`src/hw/rtl/lra_pkg.sv`:
```
// ----------------------------------------------------------------------------
// lra_pkg
// shared types, codes and defaults for the lru register allocator
// ----------------------------------------------------------------------------
package lra_pkg;

    localparam int REGISTER_COUNT_DEF = 8;
    localparam int AGE_BITS_DEF       = 16;
    localparam int KEY_W              = 16;
    localparam int RIDX_W             = 3;
    localparam int MODE_W             = 2;

    typedef enum logic [MODE_W-1:0] {
        MODE_ACCESS = 2'd0,
        MODE_DEFINE = 2'd1,
        MODE_FLUSH  = 2'd2,
        MODE_DROP   = 2'd3
    } mode_t;

    // commands from the controller to the datapath
    typedef struct packed {
        logic capture;
        logic drop;
        logic commit;
        logic flush_emit;
    } lra_cmd_t;

    // status from the datapath to the controller
    typedef struct packed {
        logic out_free;
        logic none_valid;
        logic flush_last;
    } lra_status_t;

    // one result item
    typedef struct packed {
        logic [RIDX_W-1:0] reg_index;
        logic              hit;
        logic              load_needed;
        logic              writeback_valid;
        logic [KEY_W-1:0]  old_key;
        logic              entry_valid;
        logic              last;
    } lra_result_t;

endpackage

```
`src/hw/rtl/lra_if.sv`:
```
// ----------------------------------------------------------------------------
// lra_if
// request and result channels of the lru register allocator
// ----------------------------------------------------------------------------
interface lra_req_if;
    logic                       valid;
    logic                       ready;
    logic [lra_pkg::MODE_W-1:0] mode;
    logic [lra_pkg::KEY_W-1:0]  symbol_key;
    logic                       symbol_is_temp;

    modport source (output valid, output mode, output symbol_key, output symbol_is_temp,
                    input ready);
    modport sink   (input valid, input mode, input symbol_key, input symbol_is_temp,
                    output ready);
endinterface

interface lra_rsp_if;
    logic                       valid;
    logic                       ready;
    logic [lra_pkg::RIDX_W-1:0] reg_index;
    logic                       hit;
    logic                       load_needed;
    logic                       writeback_valid;
    logic [lra_pkg::KEY_W-1:0]  old_key;
    logic                       entry_valid;
    logic                       last;

    modport source (output valid, output reg_index, output hit, output load_needed,
                    output writeback_valid, output old_key, output entry_valid,
                    output last, input ready);
    modport sink   (input valid, input reg_index, input hit, input load_needed,
                    input writeback_valid, input old_key, input entry_valid,
                    input last, output ready);
endinterface

```
`src/hw/rtl/lra_ctrl.sv`:
```
// ----------------------------------------------------------------------------
// lra_ctrl
// sequencer: request intake, commit and flush listing
// ----------------------------------------------------------------------------
module lra_ctrl (
    input  logic                       clk,
    input  logic                       rst_n,
    input  logic                       in_valid,
    input  logic [lra_pkg::MODE_W-1:0] in_mode,
    output logic                       in_ready,
    input  lra_pkg::lra_status_t       status,
    output lra_pkg::lra_cmd_t          cmd
);
    import lra_pkg::*;

    typedef enum logic [2:0] {
        ST_IDLE   = 3'b001,
        ST_COMMIT = 3'b010,
        ST_FLUSH  = 3'b100
    } state_t;

    state_t state_reg;
    state_t state_next;

    assign in_ready = (state_reg == ST_IDLE);

    always_comb
    begin
        state_next = state_reg;
        cmd        = '0;
        case (state_reg)
            ST_IDLE:
            begin
                if (in_valid)
                begin
                    case (mode_t'(in_mode))
                        MODE_ACCESS, MODE_DEFINE:
                        begin
                            cmd.capture = 1'b1;
                            state_next  = ST_COMMIT;
                        end
                        MODE_FLUSH:
                        begin
                            state_next = ST_FLUSH;
                        end
                        default:
                        begin
                            cmd.drop = 1'b1;
                        end
                    endcase
                end
            end
            ST_COMMIT:
            begin
                if (status.out_free)
                begin
                    cmd.commit = 1'b1;
                    state_next = ST_IDLE;
                end
            end
            ST_FLUSH:
            begin
                if (status.out_free)
                begin
                    cmd.flush_emit = 1'b1;
                    if (status.none_valid || status.flush_last)
                    begin
                        state_next = ST_IDLE;
                    end
                end
            end
            default:
            begin
                state_next = ST_IDLE;
            end
        endcase
    end

    always_ff @(posedge clk or negedge rst_n)
    begin
        if (!rst_n)
        begin
            state_reg <= ST_IDLE;
        end
        else
        begin
            state_reg <= state_next;
        end
    end

endmodule

```
`src/hw/rtl/lra_dp.sv`:
```
// ----------------------------------------------------------------------------
// lra_dp
// register file state, key match, victim tree and result register
// ----------------------------------------------------------------------------
module lra_dp #(
    parameter int REGISTER_COUNT = lra_pkg::REGISTER_COUNT_DEF,
    parameter int AGE_BITS       = lra_pkg::AGE_BITS_DEF
) (
    input  logic                       clk,
    input  logic                       rst_n,
    input  logic [lra_pkg::MODE_W-1:0] in_mode,
    input  logic [lra_pkg::KEY_W-1:0]  in_key,
    input  logic                       in_temp,
    input  lra_pkg::lra_cmd_t          cmd,
    output lra_pkg::lra_status_t       status,
    input  logic                       out_ready,
    output logic                       out_valid,
    output lra_pkg::lra_result_t       out_res
);
    import lra_pkg::*;

    localparam int IW = (REGISTER_COUNT > 1) ? $clog2(REGISTER_COUNT) : 1;
    localparam int NP = 1 << IW;
    localparam int NODES = 2 * NP - 1;

    logic [REGISTER_COUNT-1:0] slot_valid_reg, slot_valid_next;
    logic [AGE_BITS-1:0]       slot_age_reg  [REGISTER_COUNT];
    logic [AGE_BITS-1:0]       slot_age_next [REGISTER_COUNT];
    logic [KEY_W-1:0]          slot_key_reg  [REGISTER_COUNT];
    logic [KEY_W-1:0]          slot_key_next [REGISTER_COUNT];
    logic [REGISTER_COUNT-1:0] slot_temp_reg, slot_temp_next;

    logic [MODE_W-1:0] mode_reg;
    logic [KEY_W-1:0]  key_reg;
    logic              temp_reg;
    logic              hit_reg;
    logic [IW-1:0]     chosen_reg;

    logic              out_valid_reg;
    lra_result_t       out_res_reg, out_res_next;

    // key match, lowest index first
    logic          hit_found;
    logic [IW-1:0] hit_idx;

    always_comb
    begin
        hit_found = 1'b0;
        hit_idx   = '0;
        for (int i = REGISTER_COUNT - 1; i >= 0; i--)
        begin
            if (slot_valid_reg[i] && (slot_key_reg[i] == in_key))
            begin
                hit_found = 1'b1;
                hit_idx   = IW'(i);
            end
        end
    end

    // oldest-slot trees, left child wins a tie
    logic [AGE_BITS-1:0] fr_age [NODES];
    logic [IW-1:0]       fr_idx [NODES];
    logic                fr_ok  [NODES];
    logic [AGE_BITS-1:0] an_age [NODES];
    logic [IW-1:0]       an_idx [NODES];
    logic                an_ok  [NODES];
    logic [IW-1:0]       victim;

    always_comb
    begin
        for (int i = 0; i < NP; i++)
        begin
            if (i < REGISTER_COUNT)
            begin
                fr_age[NP-1+i] = slot_age_reg[i];
                fr_ok[NP-1+i]  = !slot_valid_reg[i];
                an_ok[NP-1+i]  = 1'b1;
            end
            else
            begin
                fr_age[NP-1+i] = '0;
                fr_ok[NP-1+i]  = 1'b0;
                an_ok[NP-1+i]  = 1'b0;
            end
            an_age[NP-1+i] = fr_age[NP-1+i];
            fr_idx[NP-1+i] = IW'(i);
            an_idx[NP-1+i] = IW'(i);
        end
        for (int n = NP - 2; n >= 0; n--)
        begin
            if (fr_ok[2*n+1] && (!fr_ok[2*n+2] || (fr_age[2*n+1] >= fr_age[2*n+2])))
            begin
                fr_age[n] = fr_age[2*n+1];
                fr_idx[n] = fr_idx[2*n+1];
            end
            else
            begin
                fr_age[n] = fr_age[2*n+2];
                fr_idx[n] = fr_idx[2*n+2];
            end
            fr_ok[n] = fr_ok[2*n+1] || fr_ok[2*n+2];
            if (an_ok[2*n+1] && (!an_ok[2*n+2] || (an_age[2*n+1] >= an_age[2*n+2])))
            begin
                an_age[n] = an_age[2*n+1];
                an_idx[n] = an_idx[2*n+1];
            end
            else
            begin
                an_age[n] = an_age[2*n+2];
                an_idx[n] = an_idx[2*n+2];
            end
            an_ok[n] = an_ok[2*n+1] || an_ok[2*n+2];
        end
        victim = fr_ok[0] ? fr_idx[0] : an_idx[0];
    end

    // lowest held slot for flush listing
    logic [IW-1:0] first_idx;

    always_comb
    begin
        first_idx = '0;
        for (int i = REGISTER_COUNT - 1; i >= 0; i--)
        begin
            if (slot_valid_reg[i])
            begin
                first_idx = IW'(i);
            end
        end
    end

    // single read port into the slot state
    logic [IW-1:0]    rd_idx;
    logic             rd_valid;
    logic [KEY_W-1:0] rd_key;
    logic             rd_temp;

    assign rd_idx   = cmd.flush_emit ? first_idx : chosen_reg;
    assign rd_valid = slot_valid_reg[rd_idx];
    assign rd_key   = slot_key_reg[rd_idx];
    assign rd_temp  = slot_temp_reg[rd_idx];

    logic             out_free;
    logic             do_touch;
    logic             commit_wb;

    assign out_free  = !out_valid_reg || out_ready;
    assign commit_wb = !hit_reg && rd_valid;
    assign do_touch  = cmd.commit && (!hit_reg || (mode_t'(mode_reg) == MODE_DEFINE));

    assign status.out_free   = out_free;
    assign status.none_valid = (slot_valid_reg == '0);
    assign status.flush_last =
        ((slot_valid_reg & (slot_valid_reg - REGISTER_COUNT'(1))) == '0);

    // slot state update
    always_comb
    begin
        slot_valid_next = slot_valid_reg;
        slot_temp_next  = slot_temp_reg;
        for (int i = 0; i < REGISTER_COUNT; i++)
        begin
            slot_age_next[i] = slot_age_reg[i];
            slot_key_next[i] = slot_key_reg[i];
        end
        if (cmd.drop)
        begin
            for (int i = 0; i < REGISTER_COUNT; i++)
            begin
                if (slot_valid_reg[i])
                begin
                    slot_age_next[i] = '0;
                end
            end
            slot_valid_next = '0;
        end
        if (cmd.commit)
        begin
            if (!hit_reg)
            begin
                slot_valid_next[chosen_reg] = 1'b1;
                slot_key_next[chosen_reg]   = key_reg;
            end
        end
        if (do_touch)
        begin
            // an access hit leaves the temporary mark alone
            slot_temp_next[chosen_reg] = temp_reg;
            for (int i = 0; i < REGISTER_COUNT; i++)
            begin
                if (IW'(i) == chosen_reg)
                begin
                    slot_age_next[i] = '0;
                end
                else if (slot_age_reg[i] != '1)
                begin
                    slot_age_next[i] = slot_age_reg[i] + AGE_BITS'(1);
                end
            end
        end
        if (cmd.flush_emit && (slot_valid_reg != '0))
        begin
            slot_valid_next[first_idx] = 1'b0;
            slot_age_next[first_idx]   = '0;
        end
    end

    // result formation
    always_comb
    begin
        out_res_next = '0;
        if (cmd.commit)
        begin
            out_res_next.reg_index       = RIDX_W'(chosen_reg);
            out_res_next.hit             = hit_reg;
            out_res_next.load_needed     = !hit_reg && (mode_t'(mode_reg) == MODE_ACCESS);
            out_res_next.writeback_valid = commit_wb;
            out_res_next.old_key         = commit_wb ? rd_key : '0;
            out_res_next.entry_valid     = 1'b1;
            out_res_next.last            = 1'b1;
        end
        else if (slot_valid_reg != '0)
        begin
            out_res_next.reg_index       = RIDX_W'(first_idx);
            out_res_next.writeback_valid = !rd_temp;
            out_res_next.old_key         = rd_key;
            out_res_next.entry_valid     = 1'b1;
            out_res_next.last            = status.flush_last;
        end
        else
        begin
            out_res_next.last = 1'b1;
        end
    end

    always_ff @(posedge clk or negedge rst_n)
    begin
        if (!rst_n)
        begin
            slot_valid_reg <= '0;
            out_valid_reg  <= 1'b0;
            for (int i = 0; i < REGISTER_COUNT; i++)
            begin
                slot_age_reg[i] <= '0;
            end
        end
        else
        begin
            slot_valid_reg <= slot_valid_next;
            for (int i = 0; i < REGISTER_COUNT; i++)
            begin
                slot_age_reg[i] <= slot_age_next[i];
            end
            if (cmd.commit || cmd.flush_emit)
            begin
                out_valid_reg <= 1'b1;
            end
            else if (out_ready)
            begin
                out_valid_reg <= 1'b0;
            end
        end
    end

    always_ff @(posedge clk)
    begin
        slot_temp_reg <= slot_temp_next;
        for (int i = 0; i < REGISTER_COUNT; i++)
        begin
            slot_key_reg[i] <= slot_key_next[i];
        end
        if (cmd.capture)
        begin
            mode_reg   <= in_mode;
            key_reg    <= in_key;
            temp_reg   <= in_temp;
            hit_reg    <= hit_found;
            chosen_reg <= hit_found ? hit_idx : victim;
        end
        if (cmd.commit || cmd.flush_emit)
        begin
            out_res_reg <= out_res_next;
        end
    end

    assign out_valid = out_valid_reg;
    assign out_res   = out_res_reg;

endmodule

```
`src/hw/rtl/lru_register_allocator_unit.sv`:
```
// ----------------------------------------------------------------------------
// lru_register_allocator_unit
// fully associative register allocator with lru replacement and flush
// ----------------------------------------------------------------------------
//
//   channel | dir | handshake     | payload
//   --------+-----+---------------+-------------------------------------------
//   req     | in  | valid / ready | mode, symbol_key, symbol_is_temp
//   rsp     | out | valid / ready | reg_index, hit, load_needed,
//           |     |               | writeback_valid, old_key, entry_valid, last
//
// access and define: the request edge registers the key match and the
// oldest-slot pick, the commit cycle updates the slots and loads the
// result register
// flush gives one result per held register (at least one result) through the
// single read port, which lists one slot per cycle while the result register
// is free; reset empties the file and clears all ages at once, no sweep
// commit and flush listing stall while the result register holds an untaken
// result; a new request is taken while the last result still waits
//
module lru_register_allocator_unit #(
    parameter int REGISTER_COUNT = lra_pkg::REGISTER_COUNT_DEF,
    parameter int AGE_BITS       = lra_pkg::AGE_BITS_DEF
) (
    input  logic      clk,
    input  logic      rst_n,
    lra_req_if.sink   req,
    lra_rsp_if.source rsp
);
    import lra_pkg::*;

    lra_cmd_t    cmd;
    lra_status_t status;
    lra_result_t res;

    // sequencer: decides when to capture, commit, drop and list
    lra_ctrl u_ctrl (
        .clk      (clk),
        .rst_n    (rst_n),
        .in_valid (req.valid),
        .in_mode  (req.mode),
        .in_ready (req.ready),
        .status   (status),
        .cmd      (cmd)
    );

    // slot state, lookup logic and the result register
    lra_dp #(
        .REGISTER_COUNT (REGISTER_COUNT),
        .AGE_BITS       (AGE_BITS)
    ) u_dp (
        .clk       (clk),
        .rst_n     (rst_n),
        .in_mode   (req.mode),
        .in_key    (req.symbol_key),
        .in_temp   (req.symbol_is_temp),
        .cmd       (cmd),
        .status    (status),
        .out_ready (rsp.ready),
        .out_valid (rsp.valid),
        .out_res   (res)
    );

    // result fields onto the channel
    assign rsp.reg_index       = res.reg_index;
    assign rsp.hit             = res.hit;
    assign rsp.load_needed     = res.load_needed;
    assign rsp.writeback_valid = res.writeback_valid;
    assign rsp.old_key         = res.old_key;
    assign rsp.entry_valid     = res.entry_valid;
    assign rsp.last            = res.last;

endmodule

```
`src/flat_wrapper.sv`:
```
// flat-port wrapper written by rule: the top's interface ports become plain ports
module lru_register_allocator_unit_flat import lra_pkg::*;
#(
    parameter int REGISTER_COUNT = lra_pkg::REGISTER_COUNT_DEF,
    parameter int AGE_BITS       = lra_pkg::AGE_BITS_DEF
)
  (clk, rst_n, req_valid, req_mode, req_symbol_key, req_symbol_is_temp, req_ready, rsp_valid, rsp_reg_index, rsp_hit, rsp_load_needed, rsp_writeback_valid, rsp_old_key, rsp_entry_valid, rsp_last, rsp_ready);
  lra_req_if req_i ();
  lra_rsp_if rsp_i ();
  input  logic clk;
  input  logic rst_n;
  input wire logic [$bits(req_i.valid)-1:0] req_valid;
  input wire logic [$bits(req_i.mode)-1:0] req_mode;
  input wire logic [$bits(req_i.symbol_key)-1:0] req_symbol_key;
  input wire logic [$bits(req_i.symbol_is_temp)-1:0] req_symbol_is_temp;
  output wire logic [$bits(req_i.ready)-1:0] req_ready;
  output wire logic [$bits(rsp_i.valid)-1:0] rsp_valid;
  output wire logic [$bits(rsp_i.reg_index)-1:0] rsp_reg_index;
  output wire logic [$bits(rsp_i.hit)-1:0] rsp_hit;
  output wire logic [$bits(rsp_i.load_needed)-1:0] rsp_load_needed;
  output wire logic [$bits(rsp_i.writeback_valid)-1:0] rsp_writeback_valid;
  output wire logic [$bits(rsp_i.old_key)-1:0] rsp_old_key;
  output wire logic [$bits(rsp_i.entry_valid)-1:0] rsp_entry_valid;
  output wire logic [$bits(rsp_i.last)-1:0] rsp_last;
  input wire logic [$bits(rsp_i.ready)-1:0] rsp_ready;
  assign req_i.valid = req_valid;
  assign req_i.mode = req_mode;
  assign req_i.symbol_key = req_symbol_key;
  assign req_i.symbol_is_temp = req_symbol_is_temp;
  assign req_ready = req_i.ready;
  assign rsp_valid = rsp_i.valid;
  assign rsp_reg_index = rsp_i.reg_index;
  assign rsp_hit = rsp_i.hit;
  assign rsp_load_needed = rsp_i.load_needed;
  assign rsp_writeback_valid = rsp_i.writeback_valid;
  assign rsp_old_key = rsp_i.old_key;
  assign rsp_entry_valid = rsp_i.entry_valid;
  assign rsp_last = rsp_i.last;
  assign rsp_i.ready = rsp_ready;
  lru_register_allocator_unit #(.REGISTER_COUNT(REGISTER_COUNT), .AGE_BITS(AGE_BITS)) u_core (.clk(clk), .rst_n(rst_n), .req(req_i), .rsp(rsp_i));
endmodule
```
`config.mk`:
```
export PLATFORM = sky130hd
export DESIGN_NAME = lru_register_allocator_unit_flat
export DESIGN_NICKNAME = d
export VERILOG_FILES = /design/src/hw/rtl/lra_pkg.sv /design/src/hw/rtl/lra_if.sv /design/src/hw/rtl/lra_ctrl.sv /design/src/hw/rtl/lra_dp.sv /design/src/hw/rtl/lru_register_allocator_unit.sv /design/src/flat_wrapper.sv
export SDC_FILE = /design/constraint.sdc
export NUM_CORES = 1
export LEC_CHECK = 0
export BUFFER_PORTS_ARGS = -buffer_cell sky130_fd_sc_hd__buf_2
export CELL_PAD_IN_SITES_DETAIL_PLACEMENT = 0
export CELL_PAD_IN_SITES_GLOBAL_PLACEMENT = 1
export CORE_ASPECT_RATIO = 0.75
export CORE_MARGIN = 10
export CORE_UTILIZATION = 46
export CTS_BUF_LIST = sky130_fd_sc_hd__clkbuf_8
export CTS_CLUSTER_SIZE = 40
export DETAILED_ROUTE_END_ITERATION = 10
export HOLD_SLACK_MARGIN = 0.03
export PLACE_DENSITY = 0.84
export SYNTH_ARGS = -nofsm -noshare
export SYNTH_HDL_FRONTEND = slang
export SYNTH_SLANG_ARGS = --single-unit
```
`constraint.sdc`:
```
create_clock -name clk -period 6.1 [get_ports clk]
set_input_delay 1.22 -clock clk [delete_from_list [all_inputs] [get_ports clk]]
set_output_delay 1.22 -clock clk [all_outputs]
set_load 0.03 [all_outputs]
```
==> Yosys cells after proc, flatten, opt, wreduce, memory -nomap -nowiden <==
Memory sizes are Yosys's and may differ from the RTL's.
Cells that the tools add are included.
{ "totals": {"register_bits": 195, "ramBits": 128, "in_bits": 23, "word_cells": 283, "mem_count": 1} }
{ "mem_list": {"columns": ["memory", "depth", "word_bits", "rd", "rd_ports_with_merged_regs", "write_ports", "line_no", "rtl"], "rows": [
  ["u_core.u_dp.slot_key_reg", 8, 16, 9, 0, 8, "lra_dp.sv:29", "logic [KEY_W-1:0] slot_key_reg [REGISTER_COUNT];"]
]} }
{ "op_classes": {"addsub": 9, "n_lt_le_gt_ge": 19, "eq_ne": 34, "muxes": 121, "bitwise_logic": 9, "n_reduce_logical": 66} }
{ "ops": {"columns": ["op", "n"], "rows": [
  ["two-way mux 128 bit", 5],
  ["two-way mux 16 bit", 39],
  ["greater-or-equal comparator 16 bit", 10],
  ["adder 16 x 1 -> 16 bit, second input constant", 8],
  ["AND 128 bit", 1],
  ["bitwise mux 128 bit", 1],
  ["equality test 16 bit", 8],
  ["!= test 16 bit, second input constant", 8],
  ["inverter 128 bit", 1],
  ["demux 16 bit (select 3 bit)", 2],
  ["two-way mux 3 bit", 27],
  ["two-way mux 8 bit", 4],
  ["two-way mux 1 bit", 28],
  ["logical AND 1 bit", 23],
  ["two-way mux 19 bit", 1],
  ["logical OR 1 bit", 18],
  ["two-way mux 18 bit", 1],
  ["AND 8 bit", 2],
  ["logical NOT 8 bit", 2],
  ["logical NOT 1 bit", 14],
  ["equality test 3 bit, first input constant", 4],
  ["less-than comparator 3 x 4 -> 1 bit, second input constant", 3],
  ["two-way mux 2 bit", 6],
  ["one-hot mux 3 bit (3 select lines)", 1],
  ["other kinds (28)", 41]
]} }

==> Logic depth before layout (Yosys ltp) <==
Gate-level depths: netlist (run 1).
{ "logic_depth": {"ltp_word": 16, "mapped_depth": 30, "ltp_nobuf": 27} }

==> By module <==
Synthesis (run 1) repeated with hierarchy kept, for this count alone.
{ "unflattened": {"hier_cells": 2378, "area_unflattened_um2": 22419.0} }
{ "modules_own_cells": {"columns": ["mod", "n_inst", "cells_per_inst", "area_each_um2", "seq_area_each_um2"], "rows": [
  ["lra_dp", 1, 2354, 22203.8, 8923.6],
  ["lra_ctrl", 1, 24, 215.2, 76.3]
]} }

==> Least setup slack after synthesis (run 1) <==
Ideal clock, no wire load.
{ "synth_path": {"path_type": "register to register", "start": "register u_core.u_dp.slot_age_reg (netlist bit u_core.u_dp.an_age[112])", "end": "register u_core.u_dp.chosen_reg[0] (data pin)", "arrival_time_ns": 5.443, "path_slack_ns": 0.377, "stages_incl_launch_ff": 29, "period_less_slack_ns": 5.723, "path_cell_list": "dfrtp_1 > inv_1 > ha_1 > nor3b_1 > o21ai_0 > a211oi_1 > o31ai_1 > o21bai_1 > buf_2 > buf_2 > mux2_2 > ha_1 > a21oi_1 > o21ai_0 > a221oi_1 > a21oi_1 > o31ai_1 > clkbuf_1 > nor2_1 > a21oi_1 > ha_1 > nand4_1 > nor3_1 > a211oi_1 > o211ai_1 > a22oi_1 > inv_1 > o211ai_1 > a31oi_1"} }
{ "synth_via": {"elab_chain_len": 14, "word_cells_on_any_way": 23, "classes_between": "order compare (5); mux (12); reduce/logical (6)"} }
{ "synth_rtl": {"columns": ["element", "line_no", "rtl"], "rows": [
  ["start: declaration", "lra_dp.sv:27", "logic [AGE_BITS-1:0] slot_age_reg [REGISTER_COUNT];"],
  ["start signal: indexed assignment", "lra_dp.sv:252", "slot_age_reg[i] <= slot_age_next[i];"],
  ["greater-or-equal comparator 16 bit", "lra_dp.sv:91, lra_dp.sv:102", null],
  ["logical OR 1 bit", "lra_dp.sv:91", "if (fr_ok[2*n+1] && (!fr_ok[2*n+2] || (fr_age[2*n+1] >= fr_age[2*n+2])))"],
  ["logical AND 1 bit", "lra_dp.sv:91", null],
  ["two-way mux 16 bit", "lra_dp.sv:91", null],
  ["greater-or-equal comparator 16 bit", "lra_dp.sv:91", null],
  ["logical OR 1 bit", "lra_dp.sv:91", null],
  ["logical AND 1 bit", "lra_dp.sv:91", null],
  ["two-way mux 16 bit", "lra_dp.sv:91", null],
  ["greater-or-equal comparator 16 bit", "lra_dp.sv:91", null],
  ["logical OR 1 bit", "lra_dp.sv:91", null],
  ["logical AND 1 bit", "lra_dp.sv:91", null],
  ["two-way mux 3 bit", "lra_dp.sv:91", null],
  ["two-way mux 3 bit *", "lra_dp.sv:114", "victim = fr_ok[0] ? fr_idx[0] : an_idx[0];"],
  ["two-way mux 3 bit *", "lra_dp.sv:278", "chosen_reg <= hit_found ? hit_idx : victim;"],
  ["end signal: assignment", "lra_dp.sv:278", null],
  ["end: declaration", "lra_dp.sv:37", "logic [IW-1:0] chosen_reg;"]
]} }
Every way passes the cells marked *; elsewhere a longest branch is shown, timed or not.
A chain may end at the register's enable or synchronous reset.

==> Worst setup path in the final report (run 1) <==
{ "layout_path": {"start": "register u_core.u_dp.slot_age_reg (netlist bit u_core.u_dp.an_age[75])", "end": "register u_core.u_dp.chosen_reg[0] (data pin)"} }
The elaborated chain is that of the path after synthesis.

==> results of run 1 <==
## report_power, final
| group | switching (mW) | internal, mW | total, mW |
|---|---|---|---|
| Clock | 0.984 | 0.963 | 1.95 |
| Combinational | 3.99 | 2.41 | 6.40 |
| Sequential | 0.189 | 2.56 | 2.75 |
## path summary, 6_finish.rpt
check / from / end / slack, ns / depth (start not counted)
worst max register to register: u_core.u_dp.an_age[75] / u_core.u_dp.chosen_reg[0] / 0.24 / 26
worst min-delay path: rst_n / u_core.u_dp.an_age[94] / 0.45 / 1
worst min register to register: u_core.u_dp.an_age[43] / u_core.u_dp.an_age[43] / 0.51 / 1
max in group asynchronous: rst_n / u_core.u_dp.an_age[105] / 4.54 / 2
worst max-delay path: u_core.u_dp.an_age[75] / u_core.u_dp.chosen_reg[0] / 0.24 / 26
min in group clk: u_core.u_dp.an_age[43] / u_core.u_dp.an_age[43] / 0.51 / 1
## worst max-delay path, stage by stage, from the launching register on
cell and delay [ns]:
dfrtp_1 0.44, inv_1 0.11, ha_1 0.34, a21oi_1 0.18, o21ai_2 0.09, a41oi_1 0.28, o31ai_4 0.16, o21bai_4 0.25
buf_12 0.20, mux2i_2 0.25, buf_4 0.17, ha_1 0.22, or2_2 0.30, a41oi_2 0.21, a21oi_2 0.10, o31ai_4 0.37
buf_4 0.17, mux2_2 0.35, ha_1 0.28, nand2b_1 0.14, a21o_1 0.18, a31oi_2 0.20, o21ai_2 0.10, a22oi_2 0.19
inv_2 0.06, o211ai_1 0.10, a31oi_1 0.10
## through the flow
stage               hold WS [ns]  worst slack (ns)
CTS                       0.4205           0.01270
global route              0.4464          -0.04691
floorplan                 0.4516            0.3766
finish                    0.4516            0.2419
detailed placement        0.4930          -0.06608
global placement          0.4785         -0.005458
## area by class of cell
cell class                      instances  area [um^2]  share of cell area [%]
Clock buffer                           61        839.6                   3.219
Tap cell                              648        810.8                   3.109
Timing Repair Buffer                  227         1655                   6.347
Clock inverter                         39        211.5                  0.8107
Inverter                               86        322.8                   1.238
Multi-Input combinational cell       1976        13230                   50.72
Sequential cell                       323         9010                   34.55
Antenna cell                            1        2.502                0.009595
## cells in the mapped netlist (6+ instances only)
cell and count:
mux2_2 22, edfxtp_1 183, nor4_1 31, mux2i_1 44, buf_2 34, nor4b_1 11
or3_1 13, dfrtp_1 139, xnor2_1 97, clkbuf_1 79, o21ai_0 145, xor2_1 85
and3_1 18, nand3_1 90, or4_1 12, nor2b_1 12, or2_2 13, a22oi_1 7
nand4_1 66, a31oi_1 38, a21oi_1 182, o211ai_1 15, and2_1 44, nor2_1 260
ha_1 168, a311oi_1 18, nor3_1 34, nand2b_1 12, o31ai_1 23, a211oi_1 48
nor3b_1 8, inv_1 86, a21o_1 10, a41oi_1 6, nand4b_1 8, nand2_1 313
buf_1 8, and4_1 15
## layer usage
metal / up-vias / wire (um) / global-route usage (%)
met5: - / 13 / 0
met1: 10140 / 38900 / 41.32
met4: 2 / 1598 / 5.831
met2: 1065 / 32100 / 36.02
li1: 9523 / - / -
met3: 113 / 10630 / 8.882
## repair_timing
action / CTS / global route
resized for setup: 10 / 94
gates cloned: 0 / 4
hold buffers: 0 / 0
buffers inserted: 0 / 23
pin swaps: 0 / 12
endpoints found under the setup margin: 3 / 3
## logic make-up (layout without fill, tap and decap cells)
family,count (synthesis),in the layout,share of synthesized area (%)
adder cells (fa/ha/maj),169,169,9.336
XOR/XNOR,182,182,7.046
AO/OA/AOI/OAI,572,573,16.04
multiplexers,66,66,3.042
buffers and inverters,209,413,3.689
other,0,1,0
flip-flops,323,323,39.78
AND/OR/NAND/NOR,986,986,21.07
==> results.txt, run 1 <==
# clock sinks - 323
Initial core utilization - 46.46%
Post-Syn Nets - 2698
Htree depth - 2
Post-synth EDFFs - 183
Area Growth Syn to Fin - 15.29%
Top cells by area, synth - edfxtp_1, dfrtp_1, ha_1, nand2_1, nor2_1
Placement Cell Area - 24430 um^2
Post-Syn Instances - 2507
Setup violators final - 0
Worst-margin pin slew - 1.390 ns
Vias per cell - 6.200
Pwr dens - 425.4 nW/um^2
Commonest cells after routing, fill and taps aside - nand2_1, nor2_1, edfxtp_1, buf_4, a21oi_1
Max-slew headroom - 7.264%
Post-synthesis area per instance - 9.024 um^2
Clk Latency, worst-skew pair - 0.66 ns
Largest net degree at the start of global routing - 72
Critical Path RT - 6.45 ns
Final hold vios - 0
Worst-path fanout max - 8
DP Cell Count - 3233
Post-Syn Area - 22620 um^2
Root buffer cell - clkbuf_8
Detailed-route wire length per cell - 24.76 um
Routed Antenna Nets - 0
Fin crit share - 96.03%
Startpoint types - flip-flop
Setup TNS - 0 ns
Leak - 10.45 nW
Io pins - 49
DR iter-0 viols - 2849
Most common cell after layout, fill and taps aside - nand2_1
Routed WL - 83230 um
Overflow after GRT - 0
Drt pass-1 iters - 6
Status - complete, no violations
Netlist cell types - 89
Clock Skew - 0.02578 ns
Sequential share of the synthesized area - 39.78%
Die X-Extent - 276.1 um
Die ar. - 58540 um^2
Fill cells - 4428
Max Cap Violations - 0
Crit path arrival time - 6.21 ns
Final-report max-slew violation count - 0
Std-Cell Rows - 70
FMAX - 170.7 MHz
Port Buf Inserts - 48
Layout cells sized above 1 - 16.15%
First-pass GRT wire length - 121800 um
GRT Overall Usage - 27.16%
CP Class - flip-flop to flip-flop
Post-synth ARST share - 43.34%
Vias - 20840
Final std cells w/o fill - 3361
Peak VDD IR - 271.6 uV
Antenna violations before repair - 2
Hold Crit Class - input port to asynchronous set/reset pin
Clk pin slew, worst setup/hold paths - 0.07 ns
Post-DP HPWL - 63630 um
Top-area cell type share of the netlist area - 24.29%
RePlAce Congestion - 1.001
Largest area contributor in the netlist - edfxtp_1
Synth Warn # - 0
Synth Flop Type - edfxtp_1
Final min period - 5.858 ns
Yosys reg bits - 323
CTS tree - built
Final nets - 2859
Fin util - 53.56%
Total design power - 11.10 mW
Clk buf depth - 3
CTS Buf Count - 54
CP endpoint kind - flip-flop
Final instance area - 26080 um^2
Die H - 212.1 um
Number of global-route vias before repair - 19040
DRC Markers - 0
Std-Cell Core Area - 48700 um^2
Note: power is estimated with default switching activity, not from simulation.
==> run 2: changes to the inputs <==
Settings changed: PLACE_DENSITY 0.84 to 0.82.
==> run 2 against run 1 <==
Critical path depth grew 3. Clock skew is 0.0079 ns higher. Critical endpoint unchanged. Highest routed layer is now met4. Clock power rose by 3%. Count of clock-buffer cells in the layout up 2. Routed wire length up 0.13%. Largest power group unchanged.
==> results.txt, run 2 (same netlist as run 1, synthesis figures left out) <==
Clock Skew - 0.03372 ns
DP Cell Count - 3239
First-pass GRT wire length - 122700 um
Std-Cell Core Area - 48700 um^2
Std-Cell Rows - 70
Detailed-route wire length per cell - 24.77 um
Startpoint types - flip-flop
Crit path arrival time - 6.34 ns
Worst-path fanout max - 7
Die X-Extent - 276.1 um
CTS Hold Bufs - 0
Leak - 10.51 nW
Flip-flop and latch area - 9007 um^2
Vias - 20830
Setup violators final - 0
CP Class - flip-flop to flip-flop
Final-report max-slew violation count - 0
Peak VDD IR - 267.1 uV
Overflow after GRT - 0
Layout cells sized above 1 - 15.94%
Largest net degree at the start of global routing - 56
Fin crit share - 97.66%
Root buffer cell - clkbuf_8
Footprint of the multi-input gates - 13150 um^2
Io pins - 49
Htree depth - 2
Die H - 212.1 um
Commonest cells after routing, fill and taps aside - nand2_1, nor2_1, edfxtp_1, buf_4, a21oi_1
DR iter-0 viols - 2714
Clk buf depth - 3
Final std cells w/o fill - 3364
Hold Crit Class - input port to asynchronous set/reset pin
Fill cells - 4521
# diodes - 0
# clock sinks - 323
DRC Markers - 0
CP endpoint kind - flip-flop
Routed Antenna Nets - 0
Status - complete, no violations
CTS tree - built
Top cell family by delay on the critical path - compound AO/OA/AOI/OAI gates
Buf/Inv on CP - 7
Antenna violations before repair - 0
Area Growth Syn to Fin - 15.33%
Number of global-route vias before repair - 19100
Routed WL - 83340 um
Die ar. - 58540 um^2
Final min period - 5.957 ns
Most frequent cell on the critical path - a21oi_2
Most common cell after layout, fill and taps aside - nand2_1
CTS Buf Count - 54
Post-DP HPWL - 63630 um
Initial core utilization - 46.46%
Max Cap Violations - 0
FMAX - 167.9 MHz
Clk Latency, worst-skew pair - 0.67 ns
Placement Cell Area - 24500 um^2
Fin util - 53.58%
Total design power - 11.62 mW
Max-slew headroom - 21.46%
Port Buf Inserts - 48
Pwr dens - 445.4 nW/um^2
Drt pass-1 iters - 5
Vias per cell - 6.193
GRT Overall Usage - 27.22%
CP max stage delay - 0.41 ns
Critical Path RT - 6.48 ns
Final hold vios - 0
RePlAce Congestion - 0.9946
Final instance area - 26090 um^2
Setup TNS - 0 ns
Worst-margin pin slew - 1.177 ns
Crit-path slowest cell - dfrtp_1
Final nets - 2866
Clk pin slew, worst setup/hold paths - 0.07 ns
run 2: changes by cell type in the layout (fill, tap and decap cells not counted), sizes merged:
cell / before / now
buf: 225 / 232
bufinv: 1 / 2
clkbuf: 63 / 64
clkinv: 27 / 18
diode: 1 / 0
inv: 97 / 100
o21ba: 2 / 3
run 2: what timing repair did:
| action | CTS | global route |
|---|---|---|
| setup buffers | 0 | 23 |
| gates resized for setup | 11 | 70 |
| pin swaps | 1 | 10 |
| setup endpoints to repair | 3 | 3 |
| gates cloned | 0 | 5 |
run 2: report_power, final:
part | leakage [nW] | internal (mW) | total (mW) | switching, mW
clock | 0.616 | 1.03 | 2.01 | 0.985
sequential | 3.51 | 2.56 | 2.75 | 0.192
combinational | 6.38 | 2.66 | 6.86 | 4.20
run 2: metrics by stage:
stage                     hold slack, ns  setup slack, ns
after floorplan                   0.4516           0.3766
after global placement            0.4733          -0.1562
after detailed placement          0.4744          -0.2366
after CTS                         0.4256          0.01632
after global routing              0.4562          -0.1100
final                             0.4416           0.1426
run 2: area by class of cell:
class | instances | area share (%)
Multi-Input combinational cell | 1977 | 50.39
Sequential cell | 323 | 34.52
Timing Repair Buffer | 233 | 6.589
Inverter | 86 | 1.237
Clock buffer | 63 | 3.323
Clock inverter | 34 | 0.8297
Tap cell | 648 | 3.108
run 2: path summary, 6_finish.rpt:
path	from	end	slack [ns]	cells past startpoint
setup / recovery	u_core.u_dp.an_age[69]	u_core.u_dp.chosen_reg[0]	0.14	29
hold / removal	rst_n	u_core.u_dp.an_age[65]	0.44	1
setup reg to reg	u_core.u_dp.an_age[69]	u_core.u_dp.chosen_reg[0]	0.14	29
hold reg to reg	u_core.u_dp.an_age[43]	u_core.u_dp.an_age[43]	0.49	1
max in group asynchronous	rst_n	u_core.u_dp.an_age[29]	4.53	2
min in group clk	u_core.u_dp.an_age[43]	u_core.u_dp.an_age[43]	0.49	1
run 2: layer usage:
layer / routed length [um] / track usage, % / vias to the layer above
li1: - / - / 9542
met1: 39060 / 41.77 / 10070
met2: 32220 / 36.13 / 1113
met3: 10560 / 8.380 / 106
met4: 1492 / 5.700 / 0
met5: 0 / 0 / -
run 2: worst register-to-register path, delay by kind of cell (launching register included):
kind / cells / cell delay (ns)
AND/OR/NAND/NOR: 4 / 0.45
multiplexers: 1 / 0.24
buffers and inverters: 7 / 1.12
flip-flops: 1 / 0.41
AO/OA/AOI/OAI: 14 / 2.70
adder cells (fa/ha/maj): 3 / 0.77
